[src/rtl/core/ldws_pkg.sv]
// Shared types and constants for the loop-duration window statistics block.
// Used by every module under rtl/core; depends on nothing else.
`default_nettype none

package ldws_pkg;

  // Width of timestamps, durations and all statistics
  localparam int unsigned DataW = 32;
  typedef logic [DataW-1:0] word_t;

  // Number of statistics windows: short and long
  localparam int unsigned NumWin = 2;
  localparam int unsigned WinIdxW = $clog2(NumWin);
  typedef logic [WinIdxW-1:0] win_idx_t;
  localparam win_idx_t WinShort = WinIdxW'(0);
  localparam win_idx_t WinLong  = WinIdxW'(1);

  // Depth of the queue between front and back
  localparam int unsigned QDepth = 2;
  localparam int unsigned QPtrW  = $clog2(QDepth);
  localparam int unsigned QCntW  = $clog2(QDepth + 1);

  // Serial divider: one quotient bit per cycle
  localparam int unsigned DivCntW = $clog2(DataW);
  localparam logic [DivCntW-1:0] DivLastStep = DivCntW'(DataW - 1);

  // Register reset values
  localparam word_t ShortPeriodRst = 32'd1000000;
  localparam word_t LongPeriodRst  = 32'd10000000;
  localparam word_t AllOnes        = 32'hFFFF_FFFF;

  // Item command
  typedef enum logic {
    CMD_TICK  = 1'b0,
    CMD_START = 1'b1
  } cmd_e;

  // Configuration register indexes
  typedef enum logic {
    REG_SHORT_PERIOD = 1'b0,
    REG_LONG_PERIOD  = 1'b1
  } reg_e;

  // Back-end sequencer states
  typedef enum logic [2:0] {
    ST_IDLE,
    ST_FOLD,
    ST_CHECK,
    ST_DIV,
    ST_EMIT
  } state_e;

  // Classified item handed from front to back
  typedef struct packed {
    cmd_e  cmd;
    word_t stamp;
    word_t duration;
  } item_t;

  // Divider request and response
  typedef struct packed {
    logic  start;
    word_t num;
    word_t den;
  } div_req_t;

  typedef struct packed {
    logic  done;
    word_t quo;
  } div_rsp_t;

endpackage

`default_nettype wire

[src/rtl/core/loop_duration_window_stats_top.sv]
// Top level of the loop-duration window statistics block.
// Depends on ldws_pkg, ldws_front, ldws_fifo, ldws_back and ldws_div.
//
// Each input beat carries a command (tick or start) and a 32-bit microsecond
// timestamp and produces exactly one result beat. A start beat only records its
// timestamp; a tick beat also folds its duration into both windows, and each
// window (short, long) that closes on it computes its average sum/count through
// one shared restoring divider that yields one quotient bit per cycle. The front
// end measures durations on acceptance and a two-entry queue buffers beats, so
// while the queue has room the input keeps taking beats as the back end works or
// a result waits in the output register. Write the period registers only while
// the block is idle.
`default_nettype none

module loop_duration_window_stats_top import ldws_pkg::*; (
  input  wire logic  clk_i,
  input  wire logic  rst_ni,
  input  wire logic  cfg_we_i,
  input  wire logic  cfg_index_i,
  input  wire word_t cfg_data_i,
  input  wire logic  in_valid_i,
  output logic       in_stall_o,
  input  wire logic  cmd_i,
  input  wire word_t stamp_i,
  output logic       out_valid_o,
  input  wire logic  out_stall_i,
  output word_t      duration_o,
  output word_t      short_min_o,
  output word_t      short_avg_o,
  output word_t      short_max_o,
  output word_t      long_min_o,
  output word_t      long_avg_o,
  output word_t      long_max_o,
  output word_t      all_min_o,
  output word_t      all_max_o
);

  logic     q_full, q_push, q_valid, q_pop;
  item_t    q_in_item, q_out_item;
  div_req_t div_req;
  div_rsp_t div_rsp;

  ldws_front u_front (
    .clk_i      (clk_i),
    .rst_ni     (rst_ni),
    .in_valid_i (in_valid_i),
    .in_stall_o (in_stall_o),
    .cmd_i      (cmd_i),
    .stamp_i    (stamp_i),
    .q_full_i   (q_full),
    .q_push_o   (q_push),
    .q_item_o   (q_in_item)
  );

  ldws_fifo u_fifo (
    .clk_i   (clk_i),
    .rst_ni  (rst_ni),
    .push_i  (q_push),
    .item_i  (q_in_item),
    .full_o  (q_full),
    .pop_i   (q_pop),
    .valid_o (q_valid),
    .item_o  (q_out_item)
  );

  ldws_back u_back (
    .clk_i       (clk_i),
    .rst_ni      (rst_ni),
    .cfg_we_i    (cfg_we_i),
    .cfg_index_i (cfg_index_i),
    .cfg_data_i  (cfg_data_i),
    .q_valid_i   (q_valid),
    .q_item_i    (q_out_item),
    .q_pop_o     (q_pop),
    .div_req_o   (div_req),
    .div_rsp_i   (div_rsp),
    .out_valid_o (out_valid_o),
    .out_stall_i (out_stall_i),
    .duration_o  (duration_o),
    .short_min_o (short_min_o),
    .short_avg_o (short_avg_o),
    .short_max_o (short_max_o),
    .long_min_o  (long_min_o),
    .long_avg_o  (long_avg_o),
    .long_max_o  (long_max_o),
    .all_min_o   (all_min_o),
    .all_max_o   (all_max_o)
  );

  ldws_div u_div (
    .clk_i  (clk_i),
    .rst_ni (rst_ni),
    .req_i  (div_req),
    .rsp_o  (div_rsp)
  );

endmodule

`default_nettype wire

[src/rtl/core/ldws_front.sv]
// Front end: accepts input beats, keeps the last timestamp and measures durations.
// Depends on ldws_pkg.
`default_nettype none

module ldws_front import ldws_pkg::*; (
  input  wire logic  clk_i,
  input  wire logic  rst_ni,
  input  wire logic  in_valid_i,
  output logic       in_stall_o,
  input  wire logic  cmd_i,
  input  wire word_t stamp_i,
  input  wire logic  q_full_i,
  output logic       q_push_o,
  output item_t      q_item_o
);

  word_t last_stamp_q, last_stamp_d;
  logic  accept;

  // Stall while the queue has no room
  assign in_stall_o = q_full_i;
  assign accept     = in_valid_i & ~q_full_i;

  // Classify the beat and take the wrapping difference for a tick
  always_comb begin
    q_item_o.cmd   = cmd_e'(cmd_i);
    q_item_o.stamp = stamp_i;
    if (cmd_e'(cmd_i) == CMD_START) begin
      q_item_o.duration = '0;
    end else begin
      q_item_o.duration = stamp_i - last_stamp_q;
    end
    q_push_o     = accept;
    last_stamp_d = accept ? stamp_i : last_stamp_q;
  end

  // Hold the timestamp of the last accepted beat
  always_ff @(posedge clk_i or negedge rst_ni) begin
    if (!rst_ni) begin
      last_stamp_q <= '0;
    end else begin
      last_stamp_q <= last_stamp_d;
    end
  end

endmodule

`default_nettype wire

[src/rtl/core/ldws_fifo.sv]
// Short queue of classified items between front and back end.
// Depends on ldws_pkg.
`default_nettype none

module ldws_fifo import ldws_pkg::*; (
  input  wire logic  clk_i,
  input  wire logic  rst_ni,
  input  wire logic  push_i,
  input  wire item_t item_i,
  output logic       full_o,
  input  wire logic  pop_i,
  output logic       valid_o,
  output item_t      item_o
);

  item_t             mem_q [QDepth];
  logic [QPtrW-1:0]  wptr_q, rptr_q;
  logic [QCntW-1:0]  cnt_q;
  logic              do_push, do_pop;

  assign full_o  = (cnt_q == QCntW'(QDepth));
  assign valid_o = (cnt_q != '0);
  assign item_o  = mem_q[rptr_q];
  assign do_push = push_i & ~full_o;
  assign do_pop  = pop_i & valid_o;

  // Store pushed items
  always_ff @(posedge clk_i) begin
    if (do_push) begin
      mem_q[wptr_q] <= item_i;
    end
  end

  // Advance pointers and fill count
  always_ff @(posedge clk_i or negedge rst_ni) begin
    if (!rst_ni) begin
      wptr_q <= '0;
      rptr_q <= '0;
      cnt_q  <= '0;
    end else begin
      if (do_push) begin
        wptr_q <= (wptr_q == QPtrW'(QDepth - 1)) ? '0 : wptr_q + 1'b1;
      end
      if (do_pop) begin
        rptr_q <= (rptr_q == QPtrW'(QDepth - 1)) ? '0 : rptr_q + 1'b1;
      end
      if (do_push && !do_pop) begin
        cnt_q <= cnt_q + 1'b1;
      end else if (do_pop && !do_push) begin
        cnt_q <= cnt_q - 1'b1;
      end
    end
  end

endmodule

`default_nettype wire

[src/rtl/core/ldws_div.sv]
// Restoring serial divider, one quotient bit per cycle.
// Depends on ldws_pkg.
`default_nettype none

module ldws_div import ldws_pkg::*; (
  input  wire logic     clk_i,
  input  wire logic     rst_ni,
  input  wire div_req_t req_i,
  output div_rsp_t      rsp_o
);

  word_t               rem_q, quo_q, den_q;
  logic [DivCntW-1:0]  cnt_q;
  logic                busy_q, done_q;
  logic [DataW:0]      rem_sh;
  logic                fits;

  assign rem_sh = {rem_q, quo_q[DataW-1]};
  assign fits   = (rem_sh >= {1'b0, den_q});

  assign rsp_o.done = done_q;
  assign rsp_o.quo  = quo_q;

  // Datapath: shift in one dividend bit, subtract when it fits
  always_ff @(posedge clk_i) begin
    if (req_i.start) begin
      rem_q <= '0;
      quo_q <= req_i.num;
      den_q <= req_i.den;
    end else if (busy_q) begin
      rem_q <= fits ? DataW'(rem_sh - {1'b0, den_q}) : rem_sh[DataW-1:0];
      quo_q <= {quo_q[DataW-2:0], fits};
    end
  end

  // Step counter and completion pulse
  always_ff @(posedge clk_i or negedge rst_ni) begin
    if (!rst_ni) begin
      cnt_q  <= '0;
      busy_q <= 1'b0;
      done_q <= 1'b0;
    end else begin
      done_q <= 1'b0;
      if (req_i.start) begin
        cnt_q  <= '0;
        busy_q <= 1'b1;
      end else if (busy_q) begin
        cnt_q <= cnt_q + 1'b1;
        if (cnt_q == DivLastStep) begin
          busy_q <= 1'b0;
          done_q <= 1'b1;
        end
      end
    end
  end

endmodule

`default_nettype wire

[src/rtl/core/ldws_back.sv]
// Back end: folds durations into the windows, closes them and drives the result beat.
// Depends on ldws_pkg; uses the serial divider through its request/response structs.
`default_nettype none

module ldws_back import ldws_pkg::*; (
  input  wire logic     clk_i,
  input  wire logic     rst_ni,
  input  wire logic     cfg_we_i,
  input  wire logic     cfg_index_i,
  input  wire word_t    cfg_data_i,
  input  wire logic     q_valid_i,
  input  wire item_t    q_item_i,
  output logic          q_pop_o,
  output div_req_t      div_req_o,
  input  wire div_rsp_t div_rsp_i,
  output logic          out_valid_o,
  input  wire logic     out_stall_i,
  output word_t         duration_o,
  output word_t         short_min_o,
  output word_t         short_avg_o,
  output word_t         short_max_o,
  output word_t         long_min_o,
  output word_t         long_avg_o,
  output word_t         long_max_o,
  output word_t         all_min_o,
  output word_t         all_max_o
);

  state_e state_q, state_d;

  word_t short_period_q, long_period_q;
  word_t period [NumWin];

  item_t it_q;

  word_t win_min_q   [NumWin];
  word_t win_max_q   [NumWin];
  word_t win_sum_q   [NumWin];
  word_t win_count_q [NumWin];
  word_t win_start_q [NumWin];
  word_t rep_min_q   [NumWin];
  word_t rep_avg_q   [NumWin];
  word_t rep_max_q   [NumWin];
  word_t num_q       [NumWin];
  word_t den_q       [NumWin];
  word_t total_min_q, total_max_q;

  logic [NumWin-1:0] pend_q;
  logic              div_run_q;
  win_idx_t          div_sel_q, div_sel_nxt;
  logic              out_valid_q;

  assign period[WinShort] = short_period_q;
  assign period[WinLong]  = long_period_q;

  // Pick the short window first when both wait for a division
  assign div_sel_nxt = pend_q[WinShort] ? WinShort : WinLong;

  assign div_req_o.start = (state_q == ST_DIV) && !div_run_q && (pend_q != '0);
  assign div_req_o.num   = num_q[div_sel_nxt];
  assign div_req_o.den   = den_q[div_sel_nxt];

  assign q_pop_o     = (state_q == ST_IDLE) && q_valid_i && !out_valid_q;
  assign out_valid_o = out_valid_q;

  // Next state
  always_comb begin
    state_d = state_q;
    unique case (state_q)
      ST_IDLE: begin
        if (q_pop_o) begin
          state_d = (q_item_i.cmd == CMD_START) ? ST_EMIT : ST_FOLD;
        end
      end
      ST_FOLD:  state_d = ST_CHECK;
      ST_CHECK: state_d = ST_DIV;
      ST_DIV: begin
        if (!div_run_q && (pend_q == '0)) begin
          state_d = ST_EMIT;
        end
      end
      ST_EMIT:  state_d = ST_IDLE;
      default:  state_d = ST_IDLE;
    endcase
  end

  always_ff @(posedge clk_i or negedge rst_ni) begin
    if (!rst_ni) begin
      state_q <= ST_IDLE;
    end else begin
      state_q <= state_d;
    end
  end

  // Configuration registers
  always_ff @(posedge clk_i or negedge rst_ni) begin
    if (!rst_ni) begin
      short_period_q <= ShortPeriodRst;
      long_period_q  <= LongPeriodRst;
    end else if (cfg_we_i) begin
      unique case (reg_e'(cfg_index_i))
        REG_SHORT_PERIOD: short_period_q <= cfg_data_i;
        REG_LONG_PERIOD:  long_period_q  <= cfg_data_i;
        default: ;
      endcase
    end
  end

  // Hold the item under work
  always_ff @(posedge clk_i) begin
    if (q_pop_o) begin
      it_q <= q_item_i;
    end
  end

  // Window statistics, reports and division bookkeeping
  always_ff @(posedge clk_i or negedge rst_ni) begin
    if (!rst_ni) begin
      for (int w = 0; w < NumWin; w++) begin
        win_min_q[w]   <= AllOnes;
        win_max_q[w]   <= '0;
        win_sum_q[w]   <= '0;
        win_count_q[w] <= '0;
        win_start_q[w] <= '0;
        rep_min_q[w]   <= '0;
        rep_avg_q[w]   <= '0;
        rep_max_q[w]   <= '0;
        num_q[w]       <= '0;
        den_q[w]       <= '0;
      end
      total_min_q <= AllOnes;
      total_max_q <= '0;
      pend_q      <= '0;
      div_run_q   <= 1'b0;
      div_sel_q   <= WinShort;
    end else begin
      unique case (state_q)
        // Fold the duration into both windows and the all-time extremes
        ST_FOLD: begin
          for (int w = 0; w < NumWin; w++) begin
            if (it_q.duration < win_min_q[w]) win_min_q[w] <= it_q.duration;
            if (it_q.duration > win_max_q[w]) win_max_q[w] <= it_q.duration;
            win_sum_q[w]   <= win_sum_q[w] + it_q.duration;
            win_count_q[w] <= win_count_q[w] + 1'b1;
          end
          if (it_q.duration < total_min_q) total_min_q <= it_q.duration;
          if (it_q.duration > total_max_q) total_max_q <= it_q.duration;
        end
        // Record an unset start, or close a window whose span has run out
        ST_CHECK: begin
          for (int w = 0; w < NumWin; w++) begin
            if (win_start_q[w] == '0) begin
              win_start_q[w] <= it_q.stamp;
            end else if ((it_q.stamp - win_start_q[w]) >= period[w]) begin
              if (win_count_q[w] != '0) begin
                rep_min_q[w] <= win_min_q[w];
                rep_max_q[w] <= win_max_q[w];
                num_q[w]     <= win_sum_q[w];
                den_q[w]     <= win_count_q[w];
                pend_q[w]    <= 1'b1;
              end else begin
                rep_min_q[w] <= '0;
                rep_max_q[w] <= '0;
                rep_avg_q[w] <= '0;
              end
              win_min_q[w]   <= AllOnes;
              win_max_q[w]   <= '0;
              win_sum_q[w]   <= '0;
              win_count_q[w] <= '0;
              win_start_q[w] <= it_q.stamp;
            end
          end
        end
        // Launch one division at a time and collect its quotient
        ST_DIV: begin
          if (div_req_o.start) begin
            div_run_q <= 1'b1;
            div_sel_q <= div_sel_nxt;
          end else if (div_run_q && div_rsp_i.done) begin
            rep_avg_q[div_sel_q] <= div_rsp_i.quo;
            pend_q[div_sel_q]    <= 1'b0;
            div_run_q            <= 1'b0;
          end
        end
        default: ;
      endcase
    end
  end

  // Output register: load the result beat, drop it once taken
  always_ff @(posedge clk_i or negedge rst_ni) begin
    if (!rst_ni) begin
      out_valid_q <= 1'b0;
    end else if (state_q == ST_EMIT) begin
      out_valid_q <= 1'b1;
    end else if (out_valid_q && !out_stall_i) begin
      out_valid_q <= 1'b0;
    end
  end

  always_ff @(posedge clk_i) begin
    if (state_q == ST_EMIT) begin
      duration_o  <= it_q.duration;
      short_min_o <= rep_min_q[WinShort];
      short_avg_o <= rep_avg_q[WinShort];
      short_max_o <= rep_max_q[WinShort];
      long_min_o  <= rep_min_q[WinLong];
      long_avg_o  <= rep_avg_q[WinLong];
      long_max_o  <= rep_max_q[WinLong];
      all_min_o   <= total_min_q;
      all_max_o   <= total_max_q;
    end
  end

endmodule

`default_nettype wire

[config.mk]
export PLATFORM = sky130hd
export DESIGN_NAME = loop_duration_window_stats_top
export DESIGN_NICKNAME = d
export VERILOG_FILES = /design/src/rtl/core/ldws_pkg.sv /design/src/rtl/core/loop_duration_window_stats_top.sv /design/src/rtl/core/ldws_front.sv /design/src/rtl/core/ldws_fifo.sv /design/src/rtl/core/ldws_div.sv /design/src/rtl/core/ldws_back.sv
export SDC_FILE = /design/constraint.sdc
export NUM_CORES = 2
export LEC_CHECK = 0
export BUFFER_PORTS_ARGS = -buffer_cell sky130_fd_sc_hd__buf_2
export CAP_MARGIN = 40
export CORE_MARGIN = 5
export CORE_UTILIZATION = 50
export DETAILED_ROUTE_END_ITERATION = 8
export HOLD_SLACK_MARGIN = 0.02
export PLACE_DENSITY_LB_ADDON = 0.3
export SETUP_SLACK_MARGIN = 0.05
export SLEW_MARGIN = 5
export SYNTH_ARGS = -nofsm -noshare
export SYNTH_HDL_FRONTEND = slang
export SYNTH_SLANG_ARGS = --single-unit
[constraint.sdc]
create_clock -name clk_i -period 10.6 [get_ports clk_i]
set_clock_uncertainty 0.2 [all_clocks]
set_input_delay 0.53 -clock clk_i [delete_from_list [all_inputs] [get_ports clk_i]]
set_output_delay 0.53 -clock clk_i [all_outputs]
set_load 0.005 [all_outputs]
After elaboration in Yosys (flattened, before gate mapping):

Memory sizes are Yosys's and may differ from the RTL's.
Cells that the tools add are included.
Widths: inputs -> output; s select.

* register bits: 1267
* bits in writable memories: 130
* bits of input ports: 71
* output and inout bits: 290
* memories: 1

Memory list
* u_fifo.mem_q: depth 2, width 65, read ports 1, clocked after Yosys merged registers in 0, write ports 1, line ldws_fifo.sv:16 `item_t mem_q [QDepth];`

* $add $sub $neg: 13
* magnitude comparators: 14
* eq/ne operators: 22
* multiplexer cells: 80
* bitwise logic cells: 11
* reduce and logical (&&, ||, !) cells: 55

Operator list (count)
* $mux 32: 37
* $pmux 64 s2: 5
* $mux 64: 2
* $sub 32x32->32: 4
* $gt 32x32->1: 3
* $lt 32x32->1: 3
* $add 32x1->32 const B: 2
* $add 32x32->32: 2
* $bwmux 64: 1
* $ge 32x32->1: 2
* $logic_not 32->1: 2
* $reduce_bool 32->1: 2
* $ge 33x32->1: 1
* $demux 32 s1: 1
* $reduce_and 4->1: 6
* $reduce_and 6->1: 4
* $mux 1: 22
* $reduce_bool 2->1: 10
* $reduce_and 2->1: 9
* $ne 2x1->1 const B: 8
* $ne 2x2->1 const B: 8
* $pmux 3 s4: 1
* $reduce_and 3->1: 4
* $logic_and 1x1->1: 11
* 26 further kinds: 45

Logic depth before layout (Yosys ltp):

* depth after elaboration: 9
* depth in mapped cells: 28
* gate-level depth less buffers: 25

Hierarchy:

Synthesis repeated with hierarchy kept, for this count alone.

* cell total of the unflattened synthesis: 6048
* area, all modules: 68715.9 um^2

Modules (own cells, without submodules)
* ldws_back: times used 1, cells each 4774, area an instance 54310.8 um^2, sequential area each 30127.6 um^2
* ldws_div: times used 1, cells each 594, area an instance 5935.7 um^2, sequential area each 2737.6 um^2
* ldws_fifo: times used 1, cells each 221, area an instance 5049.8 um^2, sequential area each 4003.8 um^2
* ldws_front: times used 1, cells each 459, area an instance 3419.5 um^2, sequential area each 800.8 um^2

Worst setup path before layout:

No wires, ideal clock.

* path kind: flip-flop to flip-flop
* start point: register u_back.state_q[0]
* end point: register u_back.all_max_o[0] (enable)
* setup time: 0.688 ns
* arrival time: 7.197 ns
* required time: 9.712 ns
* path slack: 2.515 ns
* cell stages (with the launch flop): 4
* path buffers: 1
* cells stage by stage: dfrtp_1 clkbuf_1 nor2_1 and2_1

* longest elaborated chain between the ends: 1

RTL lines
* start, declared: line ldws_back.sv:29 `state_e state_q, state_d;`
* start signal, assigned: line ldws_back.sv:91 `state_q <= state_d;`
* $eq 3x3->1: line ldws_back.sv:202 `if (state_q == ST_EMIT) begin`
* end signal, assigned: line ldws_back.sv:211 `all_max_o <= total_max_q;`
* end, declared: line ldws_back.sv:26 `output word_t all_max_o`

No other way between the ends.
A chain may end at the register's enable or synchronous reset.

Worst setup path after layout:

* start point: register u_back.win_start_q[32] (netlist name)
* end point: register u_back.num_q[54] (netlist name)

* longest elaborated chain between the ends: 3
* elaborated cells between the ends (all ways): 5
* classes of those cells: add/sub: 1; order compare: 1; bitwise: 1; reduce/logical: 2

RTL lines
* start, declared: line ldws_back.sv:40 `word_t win_start_q [NumWin];`
* start signal, assigned by index: line ldws_back.sv:153 `win_start_q[w] <= it_q.stamp;`
* start signal, assigned by index: line ldws_back.sv:170 `win_start_q[w] <= it_q.stamp;`
* $sub 32x32->32 / $logic_not 32->1 (equally long branches): line ldws_back.sv:154, ldws_back.sv:152
* $ge 32x32->1 / $not 1->1 (equally long branches)
* $reduce_and 4->1 (no line) (*)
* end signal, assigned by index: line ldws_back.sv:158 `num_q[w] <= win_sum_q[w];`
* end, declared: line ldws_back.sv:44 `word_t num_q [NumWin];`

Mark *: on every way between the ends. The rest lies on a longest branch, timed or not.

==> impl_metrics.env <==
export IMPL_grt_pass1_wl_um=275000
export IMPL_wirelength_um=180000
export IMPL_antenna_found_initial=12
export IMPL_initial_core_util_pct=50.1
export IMPL_core_area_mm2=0.135
export IMPL_stdcell_area_mm2=0.0776
export IMPL_die_w_um=378
export IMPL_hold_slack_ns=0.0915
export IMPL_r2r_end="u_back.num_q[54]$_DFFE_PN0P_"
export IMPL_layout_min_cycle_time_ns=7.20
export IMPL_place_area_mm2=0.0720
export IMPL_r2r_start="u_back.win_start_q[32]$_DFFE_PN0P_"
export IMPL_yosysSeqAreaShare_pct=55.7
export IMPL_maxCapViolations=0
export IMPL_setup_viol=0
export IMPL_routedWlPerCell_um=21.9
export IMPL_synth_main_ff_cell="dfrtp_1"
export IMPL_cts_made_buffers=147
export IMPL_end_kind="flop"
export IMPL_htreeDepth=4
export IMPL_fin_setup_tns_ns=0
export IMPL_dr_pass1_iters=6
export IMPL_final_net_count=6821
export IMPL_syn_to_final_growth_pct=14.7
export IMPL_synth_top_area_share_pct=26.2
export IMPL_layout_drive_gt1_share_pct=20.7
export IMPL_drc_errors=0
export IMPL_grt_use_total_pct=25.0
export IMPL_grt_pass1_vias=46028
export IMPL_cts_tree="done"
export IMPL_synth_cells=5827
export IMPL_worst_hold_path_endpoint="u_fifo.wptr_q$_DFFE_PN0P_"
export IMPL_worstHoldPathCells=3
export IMPL_relSlewSlack_pct=29.8
export IMPL_synth_most_common_cell="dfrtp_1"
export IMPL_synth_warnings=0
export IMPL_status="finished, final reports clean"
export IMPL_worstMarginPinSlew_ns=1.05
export IMPL_cts_root_buf="clkbuf_16"
export IMPL_drtAntennaViolNets=0
export IMPL_clock_latency_ns=0.79
export IMPL_synth_cell_type_count=80
export IMPL_async_flop_share_pct=58.6
export IMPL_die_y_um=378
export IMPL_post_cts_resized=0
export IMPL_hold_class="input pin to flop"
export IMPL_gp_congestion=0.889
export IMPL_port_buffers=360
export IMPL_hp_start="in_valid_i"
export IMPL_synth_top_area_cell="dfrtp_1"
export IMPL_clk_pin_slew_ns=0.06
export IMPL_power_density_mw_per_mm2=282
export IMPL_path_max_fanout=35
export IMPL_io_pins=361
export IMPL_synth_nets=6351
export IMPL_synth_seq_cells=1397
export IMPL_period_share_pct=68.0
export IMPL_row_count=135
export IMPL_worstPathRequired_ns=11.06
export IMPL_die_area_mm2=0.143
export IMPL_hold_viol_final=0
export IMPL_synth_edff_count=546
export IMPL_leakage_uw=0.0349
export IMPL_criticalPathCategory="flop to flop"
export IMPL_maxSlewViolCount=0
export IMPL_reg2reg_depth=24
export IMPL_start_kind="flop"
export IMPL_vias=46854
export IMPL_grt_ovfl_total=0
export IMPL_n_fill_cell=10887
export IMPL_netlist_top_cells_count="dfrtp_1, edfxtp_1, nand2_1, mux2_2, inv_1"
export IMPL_syn_area_mm2=0.0677
export IMPL_synthTopCellsByArea="dfrtp_1, edfxtp_1, ha_1"
export IMPL_crit_arrival_ns=7.66
export IMPL_clockBufferDepth=3
export IMPL_routed_via_density=5.71
export IMPL_clock_sinks=1397
export IMPL_fmax_ghz=0.139
export IMPL_grt_max_degree=177
export IMPL_drtIter0Drc=4018
export IMPL_dp_hpwl_um=127000
export IMPL_power_uw=21900
export IMPL_irDropWorstVdd_uv=186
export IMPL_grt_setup_unrepaired="false"
export IMPL_syn_avg_cell_area_um2=11.6
export IMPL_r2r_slack_ns=3.40
-- what timing repair did --
item,CTS,global route
setup endpoints to repair,0,0
endpoints found under the hold margin,231,0
setup buffers,0,0
hold buffers,66,0
-- registers in the layout, indices dropped and copies added, names as in the netlist, 64 cells and up --
signal / count
u_fifo.mem_q: 130
u_back.den_q: 64
u_back.it_q: 64
u_back.num_q: 64
u_back.rep_avg_q: 64
u_back.rep_max_q: 64
u_back.rep_min_q: 64
u_back.win_count_q: 64
u_back.win_max_q: 64
u_back.win_min_q: 64
u_back.win_start_q: 64
u_back.win_sum_q: 64
-- layer usage --
layer  vias to the layer above  part of all wire [%]  track usage [%]
met5                         -                 0.012                0
met3                       239                   8.1             5.81
met1                     23417                    46             36.7
met4                         4                   2.4             6.68
met2                      1481                    44             37.6
li1                      21713                     -                -
-- worst max-delay path: stages (launching register included) --
cell and delay, ns:
dfrtp_1 0.40, ha_1 0.23, inv_1 0.07, fa_1 0.20, a21oi_1 0.08, o21ai_0 0.32
a41oi_1 0.30, a221oi_1 0.59, a22oi_1 0.24, nor3_1 0.30, nor4_1 0.09, o21ai_0 0.20
and2_1 0.19, o211ai_1 0.12, ha_1 0.33, nand4_1 0.14, nor4_1 0.36, nand3_1 0.12
o21ai_0 0.64, nor3b_2 0.28, buf_4 0.34, and2_2 0.21, buf_4 0.39, buf_12 0.29
mux2_2 0.37
-- per-stage QoR --
step / utilization (%) / std cells / setup WS, ns
6_report: 57.5 / 8209 / 3.40
5_1_grt: 57.5 / 8205 / 2.75
4_1_cts: 57.5 / 8203 / 3.33
3_5_place_dp: 53.4 / 7862 / 3.36
3_3_place_gp: 53.1 / 7848 / 3.38
2_1_floorplan: - / 5827 / 2.52
-- cell usage in the layout, fill, tap and decap left out, types with 43 or more instances in the layout --
cell type,Yosys,final
dfrtp_1,708,705
edfxtp_1,546,546
nand2_1,542,539
mux2_2,478,478
inv_1,477,476
ha_1,447,447
buf_2,29,360
a21oi_1,321,318
o21ai_0,297,297
nor2_1,298,295
nand3_1,172,172
a21o_1,155,155
clkbuf_16,0,147
mux2i_1,123,123
xnor2_1,116,116
dfstp_2,111,111
xor2_1,97,97
buf_4,1,83
nand4_1,69,69
dlygate4sd3_1,0,66
nor2b_1,48,46
nand2b_1,46,46
o31ai_1,46,44
nor4_1,43,43
-- worst max path at each step --
stage | start | endpoint | slack, ns
3_5_place_dp | u_back.win_start_q[32]$_DFFE_PN0P_ | u_back.num_q[54]$_DFFE_PN0P_ | 3.36
2_1_floorplan | u_back.state_q[0]$_DFFE_PN0P_ | u_back.all_max_o[0]$_DFFE_PP_ | 2.52
4_1_cts | u_back.win_start_q[32]$_DFFE_PN0P_ | u_back.num_q[54]$_DFFE_PN0P_ | 3.33
5_1_grt | u_back.win_start_q[32]$_DFFE_PN0P_ | u_back.num_q[54]$_DFFE_PN0P_ | 2.75
3_3_place_gp | u_back.win_start_q[32]$_DFFE_PN0P_ | u_back.num_q[59]$_DFFE_PN0P_ | 3.38
6_report | u_back.win_start_q[32]$_DFFE_PN0P_ | u_back.num_q[54]$_DFFE_PN0P_ | 3.40
-- area by class of cell --
cell class | instances | area (um^2) | area share (%)
antenna | 5 | 12.5 | 0.0161
sequential | 1397 | 37700 | 48.5
timing repair buffer | 526 | 3450 | 4.45
clock buffer | 192 | 3980 | 5.13
tap | 1781 | 2230 | 2.87
multi-input combinational | 3747 | 27600 | 35.5
inverter | 478 | 1800 | 2.31
clock inverter | 83 | 911 | 1.17
-- where the power goes --
| group | switching, uW | total [uW] | internal (uW) |
|---|---|---|---|
| clock network | 2210 | 5210 | 3000 |
| logic | 4720 | 8230 | 3510 |
| registers | 1040 | 8470 | 7420 |
-- cells by family after synthesis --
logic type / synth area share, %
flops: 55.7
simple gates: 9.49
compound gates: 10.0
buf+inv: 3.85
mux: 9.79
fa+ha+maj: 8.44
xor+xnor: 2.76
(Power assumes the default switching activity.)
